### src/microprogram_next_address_defines.svh
// ----------------------------------------------------------------------------
// Assertion macros for the microprogram next-address block
// Clocked property checks on clk, with and without the reset qualifier.
// ----------------------------------------------------------------------------
`ifndef MICROPROGRAM_NEXT_ADDRESS_DEFINES_SVH
`define MICROPROGRAM_NEXT_ADDRESS_DEFINES_SVH

// checked only outside reset
`define MNA_ASSERT(label, prop, msg) \
	label: assert property (@(posedge clk) disable iff (!arst_n) prop) \
	else $error(msg);

// checked at every edge, reset included
`define MNA_ASSERT_ALWAYS(label, prop, msg) \
	label: assert property (@(posedge clk) prop) \
	else $error(msg);

`endif

### src/mna_pkg.sv
// ----------------------------------------------------------------------------
// mna_pkg
// Types and constants shared by the microprogram next-address block.
// ----------------------------------------------------------------------------
package mna_pkg;

	localparam int ADDR_W  = 6;
	localparam int WORD_W  = 32;
	localparam int KEY_W   = 8;
	localparam int KIND_W  = 4;
	localparam int SHIFT_W = 5;
	localparam int FWID_W  = 3;

	// dispatch scan handles this many entries per cycle
	localparam int SCAN_LANES = 8;
	localparam int LANE_W     = 3;

	typedef enum logic [1:0] {
		OP_LOAD_WORD  = 2'd0,
		OP_LOAD_ENTRY = 2'd1,
		OP_STEP       = 2'd2,
		OP_NONE       = 2'd3
	} op_t;

	localparam logic CFG_JUMP_SHIFT = 1'b0;
	localparam logic CFG_JUMP_WIDTH = 1'b1;

	localparam logic [SHIFT_W-1:0] JUMP_SHIFT_RESET = 5'd28;
	localparam logic [FWID_W-1:0]  JUMP_WIDTH_RESET = 3'd4;
	localparam logic [FWID_W-1:0]  JUMP_WIDTH_MAX   = 3'd4;

	localparam logic [KIND_W-1:0] KIND_ZERO  = 4'd0;
	localparam logic [KIND_W-1:0] KIND_DISP1 = 4'd1;
	localparam logic [KIND_W-1:0] KIND_DISP2 = 4'd2;
	localparam logic [KIND_W-1:0] KIND_INC   = 4'd3;
	localparam logic [KIND_W-1:0] KIND_DISP3 = 4'd4;

	typedef struct packed {
		logic [1:0]        opcode;
		logic [ADDR_W-1:0] address;
		logic [WORD_W-1:0] micro_word;
		logic [KEY_W-1:0]  instr_opcode;
		logic [ADDR_W-1:0] target_one;
		logic              target_one_ok;
		logic [ADDR_W-1:0] target_two;
		logic              target_two_ok;
		logic [ADDR_W-1:0] target_three;
		logic              target_three_ok;
	} in_item_t;

	typedef struct packed {
		logic [WORD_W-1:0] control_word;
		logic [ADDR_W-1:0] next_address;
		logic              unsupported;
		logic [KIND_W-1:0] jump_kind;
	} out_item_t;

	typedef struct packed {
		logic [KEY_W-1:0]  key;
		logic [ADDR_W-1:0] target_one;
		logic              ok_one;
		logic [ADDR_W-1:0] target_two;
		logic              ok_two;
		logic [ADDR_W-1:0] target_three;
		logic              ok_three;
	} disp_entry_t;

	typedef struct packed {
		op_t               op;
		logic [ADDR_W-1:0] address;
		logic              in_store;
		logic              in_table;
		logic [WORD_W-1:0] micro_word;
		disp_entry_t       entry;
	} cmd_t;

	typedef struct packed {
		logic [SHIFT_W-1:0] shift;
		logic [FWID_W-1:0]  width;
	} cfg_t;

	typedef enum logic {
		B_IDLE = 1'b0,
		B_SCAN = 1'b1
	} back_state_t;

endpackage

### src/mna_ram.sv
// ----------------------------------------------------------------------------
// mna_ram
// Generic single-write, single-read RAM with registered read data.
// ----------------------------------------------------------------------------
module mna_ram #(
	parameter int WIDTH = 32,
	parameter int DEPTH = 64
) (
	input  logic                     clk,
	input  logic                     we,
	input  logic [$clog2(DEPTH)-1:0] waddr,
	input  logic [WIDTH-1:0]         wdata,
	input  logic                     re,
	input  logic [$clog2(DEPTH)-1:0] raddr,
	output logic [WIDTH-1:0]         rdata
);

	logic [WIDTH-1:0] mem_q [DEPTH];
	logic [WIDTH-1:0] rdata_q;

	always_ff @(posedge clk) begin
		if (we) begin
			mem_q[waddr] <= wdata;
		end
		if (re) begin
			rdata_q <= mem_q[raddr];
		end
	end

	assign rdata = rdata_q;

endmodule

### src/mna_front.sv
// ----------------------------------------------------------------------------
// mna_front
// Accepts requests, decodes and range-checks them, and holds them in a
// two-entry command queue for the back end.
// ----------------------------------------------------------------------------
`include "microprogram_next_address_defines.svh"

module mna_front #(
	parameter int STORE_DEPTH      = 64,
	parameter int DISPATCH_ENTRIES = 16
) (
	input  logic              clk,
	input  logic              arst_n,
	input  logic              push,
	output logic              full,
	input  mna_pkg::in_item_t item,
	output logic              cmd_valid,
	input  logic              cmd_pop,
	output mna_pkg::cmd_t     cmd
);

	mna_pkg::cmd_t cmd_d;
	mna_pkg::cmd_t mem_q [2];
	logic          wr_ptr_q;
	logic          rd_ptr_q;
	logic [1:0]    cnt_q;
	logic          do_push;
	logic          do_pop;

	always_comb begin
		cmd_d                    = '0;
		cmd_d.op                 = mna_pkg::op_t'(item.opcode);
		cmd_d.address            = item.address;
		cmd_d.in_store           = 32'(item.address) < STORE_DEPTH;
		cmd_d.in_table           = 32'(item.address) < DISPATCH_ENTRIES;
		cmd_d.micro_word         = item.micro_word;
		// on a step the key field carries the opcode to look up
		cmd_d.entry.key          = item.instr_opcode;
		cmd_d.entry.target_one   = item.target_one;
		cmd_d.entry.ok_one       = item.target_one_ok;
		cmd_d.entry.target_two   = item.target_two;
		cmd_d.entry.ok_two       = item.target_two_ok;
		cmd_d.entry.target_three = item.target_three;
		cmd_d.entry.ok_three     = item.target_three_ok;
	end

	assign full      = cnt_q == 2'd2;
	assign cmd_valid = cnt_q != 2'd0;
	assign cmd       = mem_q[rd_ptr_q];
	assign do_push   = push && !full;
	assign do_pop    = cmd_pop && cmd_valid;

	always_ff @(posedge clk) begin
		if (do_push) begin
			mem_q[wr_ptr_q] <= cmd_d;
		end
	end

	always_ff @(posedge clk or negedge arst_n) begin
		if (!arst_n) begin
			wr_ptr_q <= 1'b0;
			rd_ptr_q <= 1'b0;
			cnt_q    <= 2'd0;
		end else begin
			if (do_push) begin
				wr_ptr_q <= !wr_ptr_q;
			end
			if (do_pop) begin
				rd_ptr_q <= !rd_ptr_q;
			end
			case ({do_push, do_pop})
				2'b10:   cnt_q <= cnt_q + 2'd1;
				2'b01:   cnt_q <= cnt_q - 2'd1;
				default: cnt_q <= cnt_q;
			endcase
		end
	end

	`MNA_ASSERT_ALWAYS(a_front_cnt_max, cnt_q != 2'd3, "command queue count out of range")
	`MNA_ASSERT(a_front_pop_nonempty, cmd_pop |-> cmd_valid, "back end pops an empty queue")
	`MNA_ASSERT(a_front_fill, (do_push && !do_pop) |=> cnt_q == $past(cnt_q) + 2'd1, "request lost")

endmodule

### src/mna_back.sv
// ----------------------------------------------------------------------------
// mna_back
// Executes commands: control store and dispatch table writes, and steps
// that read the store, scan the dispatch keys and pick the next address.
// Results wait in a two-entry output queue.
// ----------------------------------------------------------------------------
`include "microprogram_next_address_defines.svh"

module mna_back #(
	parameter int STORE_DEPTH      = 64,
	parameter int DISPATCH_ENTRIES = 16
) (
	input  logic               clk,
	input  logic               arst_n,
	input  mna_pkg::cfg_t      cfg,
	input  logic               cmd_valid,
	output logic               cmd_pop,
	input  mna_pkg::cmd_t      cmd,
	output logic               empty,
	input  logic               pop,
	output mna_pkg::out_item_t result
);

	localparam int AW         = $clog2(STORE_DEPTH);
	localparam int EW         = (DISPATCH_ENTRIES > 1) ? $clog2(DISPATCH_ENTRIES) : 1;
	localparam int SCAN_STEPS = (DISPATCH_ENTRIES + mna_pkg::SCAN_LANES - 1)
	                            / mna_pkg::SCAN_LANES;
	localparam int SW         = (SCAN_STEPS > 1) ? $clog2(SCAN_STEPS) : 1;
	localparam int MV_W       = SCAN_STEPS * mna_pkg::SCAN_LANES;

	mna_pkg::back_state_t state_q, state_d;

	mna_pkg::disp_entry_t table_q [DISPATCH_ENTRIES];
	logic                 tbl_we;

	logic                            ram_we;
	logic                            ram_re;
	logic [mna_pkg::WORD_W-1:0]      rdata;

	logic [MV_W-1:0]                 match_d;
	logic [MV_W-1:0]                 match_q;
	logic [SW-1:0]                   step_q;
	logic [mna_pkg::ADDR_W-1:0]      addr_q;
	logic                            in_store_q;

	logic                            hit;
	logic                            last;
	logic [mna_pkg::LANE_W-1:0]      lane_idx;
	logic [EW-1:0]                   hit_idx;
	mna_pkg::disp_entry_t            hit_entry;
	logic [mna_pkg::WORD_W-1:0]      word;
	logic [mna_pkg::FWID_W-1:0]      eff_width;
	logic [4:0]                      mask5;
	logic [mna_pkg::KIND_W-1:0]      kind;
	logic [mna_pkg::ADDR_W:0]        inc;
	logic [mna_pkg::ADDR_W-1:0]      next_addr;
	logic                            unsup;
	mna_pkg::out_item_t              step_res;
	logic                            step_go;

	mna_pkg::out_item_t              res_mem_q [2];
	logic                            res_wr_q;
	logic                            res_rd_q;
	logic [1:0]                      res_cnt_q;
	logic                            res_push;
	mna_pkg::out_item_t              res_data;
	logic                            res_pop;
	logic                            res_room;

	mna_ram #(
		.WIDTH (mna_pkg::WORD_W),
		.DEPTH (STORE_DEPTH)
	) u_store (
		.clk   (clk),
		.we    (ram_we),
		.waddr (AW'(cmd.address)),
		.wdata (cmd.micro_word),
		.re    (ram_re),
		.raddr (AW'(cmd.address)),
		.rdata (rdata)
	);

	// key compare against every entry, registered for the scan
	always_comb begin
		match_d = '0;
		for (int i = 0; i < DISPATCH_ENTRIES; i++) begin
			match_d[i] = table_q[i].key == cmd.entry.key;
		end
	end

	// first match within the current group of lanes
	always_comb begin
		lane_idx = '0;
		for (int l = mna_pkg::SCAN_LANES - 1; l >= 0; l--) begin
			if (match_q[l]) begin
				lane_idx = mna_pkg::LANE_W'(l);
			end
		end
	end

	assign hit       = |match_q[mna_pkg::SCAN_LANES-1:0];
	assign last      = step_q == SW'(SCAN_STEPS - 1);
	assign hit_idx   = EW'({step_q, lane_idx});
	assign hit_entry = table_q[hit_idx];

	assign word      = in_store_q ? rdata : '0;
	assign eff_width = (cfg.width > mna_pkg::JUMP_WIDTH_MAX) ? mna_pkg::JUMP_WIDTH_MAX
	                                                         : cfg.width;
	assign mask5     = (5'd1 << eff_width) - 5'd1;
	assign kind      = mna_pkg::KIND_W'(word >> cfg.shift) & mask5[mna_pkg::KIND_W-1:0];
	assign inc       = {1'b0, addr_q} + (mna_pkg::ADDR_W + 1)'(1);

	always_comb begin
		next_addr = addr_q;
		unsup     = 1'b0;
		case (kind)
			mna_pkg::KIND_ZERO: begin
				next_addr = '0;
			end
			mna_pkg::KIND_INC: begin
				next_addr = (32'(inc) >= STORE_DEPTH) ? '0 : inc[mna_pkg::ADDR_W-1:0];
			end
			mna_pkg::KIND_DISP1: begin
				next_addr = (hit && hit_entry.ok_one) ? hit_entry.target_one : '0;
				unsup     = hit && !hit_entry.ok_one;
			end
			mna_pkg::KIND_DISP2: begin
				next_addr = (hit && hit_entry.ok_two) ? hit_entry.target_two : '0;
				unsup     = hit && !hit_entry.ok_two;
			end
			mna_pkg::KIND_DISP3: begin
				next_addr = (hit && hit_entry.ok_three) ? hit_entry.target_three : '0;
				unsup     = hit && !hit_entry.ok_three;
			end
			default: begin
				next_addr = addr_q;
			end
		endcase
	end

	always_comb begin
		step_res              = '0;
		step_res.control_word = word;
		step_res.next_address = next_addr;
		step_res.unsupported  = unsup;
		step_res.jump_kind    = kind;
	end

	assign res_room = res_cnt_q != 2'd2;
	assign step_go  = cmd_pop && cmd.op == mna_pkg::OP_STEP;

	always_comb begin
		state_d  = state_q;
		cmd_pop  = 1'b0;
		ram_we   = 1'b0;
		ram_re   = 1'b0;
		tbl_we   = 1'b0;
		res_push = 1'b0;
		res_data = '0;
		case (state_q)
			mna_pkg::B_IDLE: begin
				if (cmd_valid && res_room) begin
					cmd_pop = 1'b1;
					case (cmd.op)
						mna_pkg::OP_LOAD_WORD: begin
							ram_we   = cmd.in_store;
							res_push = 1'b1;
						end
						mna_pkg::OP_LOAD_ENTRY: begin
							tbl_we   = cmd.in_table;
							res_push = 1'b1;
						end
						mna_pkg::OP_STEP: begin
							ram_re  = cmd.in_store;
							state_d = mna_pkg::B_SCAN;
						end
						default: begin
							res_push = 1'b1;
						end
					endcase
				end
			end
			mna_pkg::B_SCAN: begin
				// room was reserved when the step was taken
				if (hit || last) begin
					res_push = 1'b1;
					res_data = step_res;
					state_d  = mna_pkg::B_IDLE;
				end
			end
			default: begin
				state_d = mna_pkg::B_IDLE;
			end
		endcase
	end

	always_ff @(posedge clk or negedge arst_n) begin
		if (!arst_n) begin
			state_q <= mna_pkg::B_IDLE;
		end else begin
			state_q <= state_d;
		end
	end

	always_ff @(posedge clk or negedge arst_n) begin
		if (!arst_n) begin
			for (int i = 0; i < DISPATCH_ENTRIES; i++) begin
				table_q[i] <= '0;
			end
		end else if (tbl_we) begin
			table_q[EW'(cmd.address)] <= cmd.entry;
		end
	end

	always_ff @(posedge clk) begin
		if (state_q == mna_pkg::B_IDLE) begin
			match_q    <= match_d;
			step_q     <= '0;
			addr_q     <= cmd.address;
			in_store_q <= cmd.in_store;
		end else begin
			match_q <= match_q >> mna_pkg::SCAN_LANES;
			step_q  <= step_q + SW'(1);
		end
	end

	// result queue
	assign empty   = res_cnt_q == 2'd0;
	assign result  = res_mem_q[res_rd_q];
	assign res_pop = pop && !empty;

	always_ff @(posedge clk) begin
		if (res_push) begin
			res_mem_q[res_wr_q] <= res_data;
		end
	end

	always_ff @(posedge clk or negedge arst_n) begin
		if (!arst_n) begin
			res_wr_q  <= 1'b0;
			res_rd_q  <= 1'b0;
			res_cnt_q <= 2'd0;
		end else begin
			if (res_push) begin
				res_wr_q <= !res_wr_q;
			end
			if (res_pop) begin
				res_rd_q <= !res_rd_q;
			end
			case ({res_push, res_pop})
				2'b10:   res_cnt_q <= res_cnt_q + 2'd1;
				2'b01:   res_cnt_q <= res_cnt_q - 2'd1;
				default: res_cnt_q <= res_cnt_q;
			endcase
		end
	end

	`MNA_ASSERT(a_back_no_overflow, res_push |-> (res_cnt_q != 2'd2 || res_pop), "result overflow")
	`MNA_ASSERT(a_back_scan_hold, state_q == mna_pkg::B_SCAN |-> !cmd_pop, "command taken mid-step")
	`MNA_ASSERT(a_back_step_start, step_go |=> state_q == mna_pkg::B_SCAN, "step not started")

endmodule

### src/microprogram_next_address.sv
// ----------------------------------------------------------------------------
// microprogram_next_address
// Microcode sequencer with control store and opcode dispatch table.
// ----------------------------------------------------------------------------
// Requests enter through a two-entry command queue and results leave through
// a two-entry result queue. Requests are executed one at a time: a control
// word or dispatch entry load is done in the execute unit as it is taken, and
// a step reads the control store and then scans the dispatch table in
// eight-entry groups up to the first matching key (at most
// ceil(DISPATCH_ENTRIES/8) groups); no new request is taken during a step.
// A result is registered into the result queue when execution ends. The
// control store has no reset: stepping an address never loaded gives an
// undefined word. The dispatch table resets to all zero.
module microprogram_next_address #(
	parameter int STORE_DEPTH      = 64,
	parameter int DISPATCH_ENTRIES = 16
) (
	input  logic                               clk,
	input  logic                               arst_n,
	input  logic                               push,
	output logic                               full,
	input  mna_pkg::in_item_t                  item,
	output logic                               empty,
	input  logic                               pop,
	output mna_pkg::out_item_t                 result,
	input  logic                               cfg_we,
	input  logic                               cfg_index,
	input  logic [mna_pkg::SHIFT_W-1:0]        cfg_data
);

	mna_pkg::cfg_t cfg_q;
	mna_pkg::cmd_t cmd;
	logic          cmd_valid;
	logic          cmd_pop;

	always_ff @(posedge clk or negedge arst_n) begin
		if (!arst_n) begin
			cfg_q.shift <= mna_pkg::JUMP_SHIFT_RESET;
			cfg_q.width <= mna_pkg::JUMP_WIDTH_RESET;
		end else if (cfg_we) begin
			case (cfg_index)
				mna_pkg::CFG_JUMP_SHIFT: cfg_q.shift <= cfg_data;
				mna_pkg::CFG_JUMP_WIDTH: cfg_q.width <= cfg_data[mna_pkg::FWID_W-1:0];
				default:                 cfg_q       <= cfg_q;
			endcase
		end
	end

	mna_front #(
		.STORE_DEPTH      (STORE_DEPTH),
		.DISPATCH_ENTRIES (DISPATCH_ENTRIES)
	) u_front (
		.clk       (clk),
		.arst_n    (arst_n),
		.push      (push),
		.full      (full),
		.item      (item),
		.cmd_valid (cmd_valid),
		.cmd_pop   (cmd_pop),
		.cmd       (cmd)
	);

	mna_back #(
		.STORE_DEPTH      (STORE_DEPTH),
		.DISPATCH_ENTRIES (DISPATCH_ENTRIES)
	) u_back (
		.clk       (clk),
		.arst_n    (arst_n),
		.cfg       (cfg_q),
		.cmd_valid (cmd_valid),
		.cmd_pop   (cmd_pop),
		.cmd       (cmd),
		.empty     (empty),
		.pop       (pop),
		.result    (result)
	);

endmodule

### config.mk
export PLATFORM = sky130hd
export DESIGN_NAME = microprogram_next_address
export DESIGN_NICKNAME = d
export VERILOG_FILES = /design/src/mna_pkg.sv /design/src/mna_ram.sv /design/src/mna_front.sv /design/src/mna_back.sv /design/src/microprogram_next_address.sv
export VERILOG_INCLUDE_DIRS = /design/src /design/src/src
export SDC_FILE = /design/constraint.sdc
export NUM_CORES = 2
export LEC_CHECK = 0
export ABC_AREA = 1
export BUFFER_PORTS_ARGS = -buffer_cell sky130_fd_sc_hd__buf_2
export CELL_PAD_IN_SITES_DETAIL_PLACEMENT = 0
export CELL_PAD_IN_SITES_GLOBAL_PLACEMENT = 1
export CORE_UTILIZATION = 45
export DETAILED_ROUTE_END_ITERATION = 16
export GPL_TIMING_DRIVEN = 0
export PLACE_DENSITY_LB_ADDON = 0.1
export SYNTH_ARGS = -nofsm -noshare
export SYNTH_HDL_FRONTEND = slang
export SYNTH_SLANG_ARGS = --single-unit
### constraint.sdc
create_clock -name clk -period 5.13 [get_ports clk]
set_clock_uncertainty 0.1 [all_clocks]
set_input_delay 1.026 -clock clk [delete_from_list [all_inputs] [get_ports clk]]
set_output_delay 1.026 -clock clk [all_outputs]
set_load 0.01 [all_outputs]
# After elaboration in Yosys (flattened, before gate mapping)
# Memory sizes are Yosys's and may differ from the RTL's. A register that Yosys moved wholly into a read port is not among the register bits.
# Cells that the tools add are included.
# totals
regBits	505
ram_bits	2274
inputBits	80
output_inout_bits	45
elab_cells	259
n_memories	3
# classes
addsub	7
magnitude_cmp	6
eq_ne	28
n_shift	2
mux	52
bitwise_logic	5
reduce_logical	30
# memory_table
name	words	width	rd	rd_ports_with_merged_regs	wr	line	text
u_back.u_store.mem_q	64	32	1	1	1	mna_ram.sv:18	logic [WIDTH-1:0] mem_q [DEPTH];
u_front.mem_q	2	70	1	0	1	mna_front.sv:23	mna_pkg::cmd_t mem_q [2];
u_back.res_mem_q	2	43	1	0	1	mna_back.sv:61	mna_pkg::out_item_t res_mem_q [2];
# op_table
operator	count
$bwmux 464	1
$eq 8x8->1	16
$bmux 29 s4	1
$demux 29 s4	1
$mux 43	2
$mux 21	2
$mux 32	1
$shr 32x5->4	1
$pmux 6 s5	1
$mux 29	1
$mux 3	9
$mux 6	4
$mux 1	23
$logic_and 1x1->1	11
$ge 5x5->1 const B	2
$not 4->5	2
$logic_not 1->1	9
$eq 2x2->1 const B	4
$eq 4x2->1 const B	2
$mux 8	1
$pmux 2 s2	2
$reduce_or 8->1	1
$add 6x1->7 const B	1
$ge 7x7->1 const B	1
other kinds (21)	31

# Logic depth before layout (Yosys ltp)
# logic_depth
ltp_word	17
mapped_depth	20
mapped_depth_nobuf	19

# By module
# From an unflattened synthesis, not the netlist that was laid out.
# unflattened
hier_cells	10529
area_unflattened_um2	117044.8
# modules_own_cells
mod	instances	cells_each	area_per_inst_um2	seq_area_each_um2
mna_ram	1	6769	83058.4	62459.9
mna_back	1	3324	27488.9	14869.3
mna_front	1	400	6159.7	4304.1
microprogram_next_address	1	36	337.8	205.2

# Least setup slack after synthesis
# OpenSTA, ideal clock, no wires.
# synth_timing
path_kind	input to register
from	input port push
to	memory u_front.mem_q[0][0] in the netlist's numbering, enable pin
setup_ps	499
t_arrival_ps	4154
required_ps	4531
slack_ps	377
path_stages	2
path_buffers	0
path_cell_list	o21ai_0 nor2_1
# synth_via
elab_chain_len	3
# synth_lines
item	line	text
start: declaration	microprogram_next_address.sv:20	input logic push,
$logic_and 1x1->1	mna_front.sv:50	assign do_push = push && !full;
$mux 1	mna_front.sv:54	if (do_push) begin
$mux 1 (implied by the code)	mna_front.sv:55	mem_q[wr_ptr_q] <= cmd_d;
end: declaration	mna_front.sv:23	
# No other way between the ends.

# Final worst setup path
# layout_timing
from	register u_front.rd_ptr_q
to	register u_back.u_store.rdata_q[15] (netlist: u_back.u_store.rdata[15]) (read register of u_back.u_store.mem_q), data pin
# layout_via
elab_chain_len	5
# layout_lines
item	line	text
start: declaration	mna_front.sv:25	logic rd_ptr_q;
start signal: assignment	mna_front.sv:69	rd_ptr_q <= !rd_ptr_q;
$mem_v2 2x70 *	-	
$eq 2x2->1	-	
$mux 1	mna_back.sv:164	case (cmd.op)
$mux 1	mna_back.sv:162	if (cmd_valid && res_room) begin
$mux 1	mna_back.sv:160	case (state_q)
end: declaration	mna_ram.sv:19	logic [WIDTH-1:0] rdata_q;
# Every way passes the cells marked *; elsewhere a longest branch is shown, timed or not.
# A chain may end at the register's enable or synchronous reset.

==> qor.yml <==
status: "finished with violations"
violations: "capacitance limit, slew limit, setup timing"
final_antenna_net_count: 0
io_pins: 125
dr.pass1.iters: 6
power_density_nw_per_um2: 649
grt_max_degree: 113
slew_viol_final: 11
placedInstanceArea_um2: 121000
final-seq-area_um2: 81800
cts_root_buffer: "clkbuf_16"
core_area_um2: 247000
post-dp-hpwl_um: 323000
cp_slowest_cell: "o211ai_1"
setup_viol: 189
p_leak_nw: 45.7
synthCells: 8809
cts.path.max_buffers: 4
drt_iter0_markers: 12300
critPathBufInv: 5
yosys_most_used_dff: "edfxtp_1"
layout_setup_ws_ns: -0.263
io_buffers: 124
area_growth_pct: 17.6
relSlewSlack: -0.0366
cts_tree: "done"
die_x_um: 501
via_per_inst: 6.39
timing.final.crit_period_ns: 5.39
hold_violations: 0
power_mw: 85.6
worstMarginPinSlew_ns: 1.55
crit_top_cell: "buf_2"
wl_um: 462000
critical_path_peak_fanout: 10
multi_input_area_um2: 28100
cts_sinks: 2810
power_frac_seq: 0.363
crit_arrival_ns: 5.83
fill_cells: 21000
p_sw_mw: 36.0
clkPwrFrac: 0.251
combPwrFrac: 0.386
fp-row-count: 182
numCtsBuffers: 314
synth.area.top_cells: "edfxtp_1 62%, dfrtp_1 11%, nand3_1 7.1%"
finalInstanceArea_um2: 132000
crit_path_start_kind: "flop"
start_util: 0.454
critPathKind: "reg -> reg"
cts_max_level: 5
antenna_found_initial: 29
gp_congestion: 0.963
utilization: 0.534
num_vias: 83400
fin_crit_sh: 1.05
grt_usage: 0.364
min_path_type: "in -> reg"
critPathRequiredTime_ns: 5.57
synth.largest_area_cell: "edfxtp_1"
synth_area_um2: 112000
grt-ovfl-total: 0
wl_per_cell_um: 35.4
p_int_mw: 49.6
synth_top_area_frac: 0.619
end_kind: "flop"
yosys_warnings: 0
irDropWorstVdd_mv: 0.472
synth_edf_count: 2312
first_global_vias: 78900
synth_seq_area_share: 0.729
ys_ff_latch: 2810
drc: 0
chipHeight_um: 501
synth_nets: 8892
cp_slowest_stage_delay_ns: 1.25
path_clk_slew_ns: 0.06
clk-insertion-delay-late_ns: 0.98
cp_cell_sequence: "buf_4 > buf_2 > buf_2 > o21ai_2 > nor2_4 > clkinv_1 > clkbuf_2 > o211ai_1"
timing.fmax_mhz: 185
layout.cells.most_common: "edfxtp_1"
final_nets: 9583
final_cell_mix: "2,312 x edfxtp_1, 1,599 x nand3_1, 1,135 x nand2_1"
swShare: 0.420
ys_types: 53
async_flop_share: 0.171
cp_top_family: "buffers and inverters"
instances_no_fill: 13100
avgSynthCellArea_um2: 12.7
drive_gt1_frac: 0.126
place_inst: 12500
rsz0062_at_grt: "yes"
die_area_um2: 251000
max_cap_violations: 1
grt_pass1_wl_um: 632000
==> state kept, by name, summed over array words and instances (netlist names), 2 cells and up <==
| register | count |
|---|---|
| cfg_q | 8 |
| u_back.addr_q | 6 |
| u_back.match_q | 16 |
| u_back.res_cnt_q | 2 |
| u_back.res_mem_q | 86 |
| u_back.table_q | 464 |
| u_back.u_store.mem_q | 2048 |
| u_back.u_store.rdata | 32 |
| u_front.cnt_q | 2 |
| u_front.mem_q | 140 |
==> layout make-up <==
class,count,area share
Clock inverter,130,0.00775
Clock buffer,409,0.0643
Timing Repair Buffer,376,0.0376
Multi-Input combinational cell,5167,0.213
Tap cell,3312,0.0314
Antenna cell,18,0.000341
Sequential cell,2810,0.620
Inverter,153,0.00439
Buffer,678,0.0214
==> stage by stage <==
stage | TNS [ns] | setup WS, ns | hold WS, ns
2_1_floorplan | 0 | 0.377 | 0.296
3_3_place_gp | - | -7.50 | 0.327
3_5_place_dp | -342.61 | -0.952 | 0.329
4_1_cts | 0 | 0.0183 | 0.132
5_1_grt | -0.560 | -0.0412 | 0.134
6_report | -7.57 | -0.263 | 0.165
==> power groups by stage <==
stage / Clock, mW / Sequential (mW) / Combinational (mW)
detailed placement: 0 / 31.5 / 31.5
floorplan: 0 / 31.3 / 15.4
global route: 22.4 / 31.3 / 34.0
global placement: 0 / 32.2 / 29.9
CTS: 21.6 / 31.0 / 31.9
finish: 21.5 / 31.1 / 33.0
==> worst paths after layout <==
kind	from	to	slack [ns]	cells after the start
max	u_front.rd_ptr_q$_DFFE_PN0P_	u_back.u_store.rdata[15]$_DFFE_PP_	-0.26	8
max reg2reg	u_front.rd_ptr_q$_DFFE_PN0P_	u_back.u_store.rdata[15]$_DFFE_PP_	-0.26	8
min reg2reg	u_back.match_q[10]$_SDFF_PP0_	u_back.match_q[2]$_DFF_P_	0.35	2
max in group asynchronous	arst_n	u_back.table_q[175]$_DFFE_PN0P_	2.75	5
min	item[36]	u_front.mem_q[0][36]$_DFFE_PP_	0.17	1
min in group asynchronous	arst_n	u_back.table_q[287]$_DFFE_PN0P_	0.49	2
==> Yosys cell counts (42+ instances only) <==
master    number
edfxtp_1    2312
nand3_1     1600
nand2_1     1167
a31oi_1      623
nor2_1       536
a22oi_1      522
dfrtp_1      477
clkbuf_1     414
o21ai_0      218
buf_2        174
inv_1        121
buf_1         82
o211ai_1      53
nor3_1        46
xnor2_1       45
a21oi_1       42
==> cells by family (layout without fill, tap and decap cells) <==
family,count (synthesis),count (layout),synth area share
AOI/OAI and AO/OA,1593,1593,0.0937
xor gates and xnor gates,68,68,0.00531
adders and majority gates,3,3,0.000335
buffers and inverters,832,1746,0.0302
DFF,2810,2810,0.729
muxes,4,4,0.000390
other,0,18,0
and+or+nand+nor,3499,3499,0.141
==> per-layer routing <==
layer  global-route usage  vias to the layer above  share of wire
met3               0.0815                     1279           0.11
met1                0.467                    42100           0.37
met4                0.226                       10          0.072
li1                     -                    34600              -
met5                    0                        -        0.00022
met2                0.562                     5427           0.45
==> worst reg2reg max path, cell delays in order, from the launching register on <==
cell      delay [ns]
dfrtp_1         0.34
buf_4           0.26
buf_2           0.57
buf_2           0.42
o21ai_2         0.23
nor2_4          0.72
clkinv_1        0.56
clkbuf_2        0.54
o211ai_1        1.27
==> repair_timing <==
item,in CTS,in global routing
gates resized for setup,41,26
hold buffers,1,0
pin swaps,17,10
gates cloned,0,0
setup buffers,29,15
setup endpoints to repair,1131,113
hold endpoints to repair,43,0
Power figures use the tool's default switching activity.
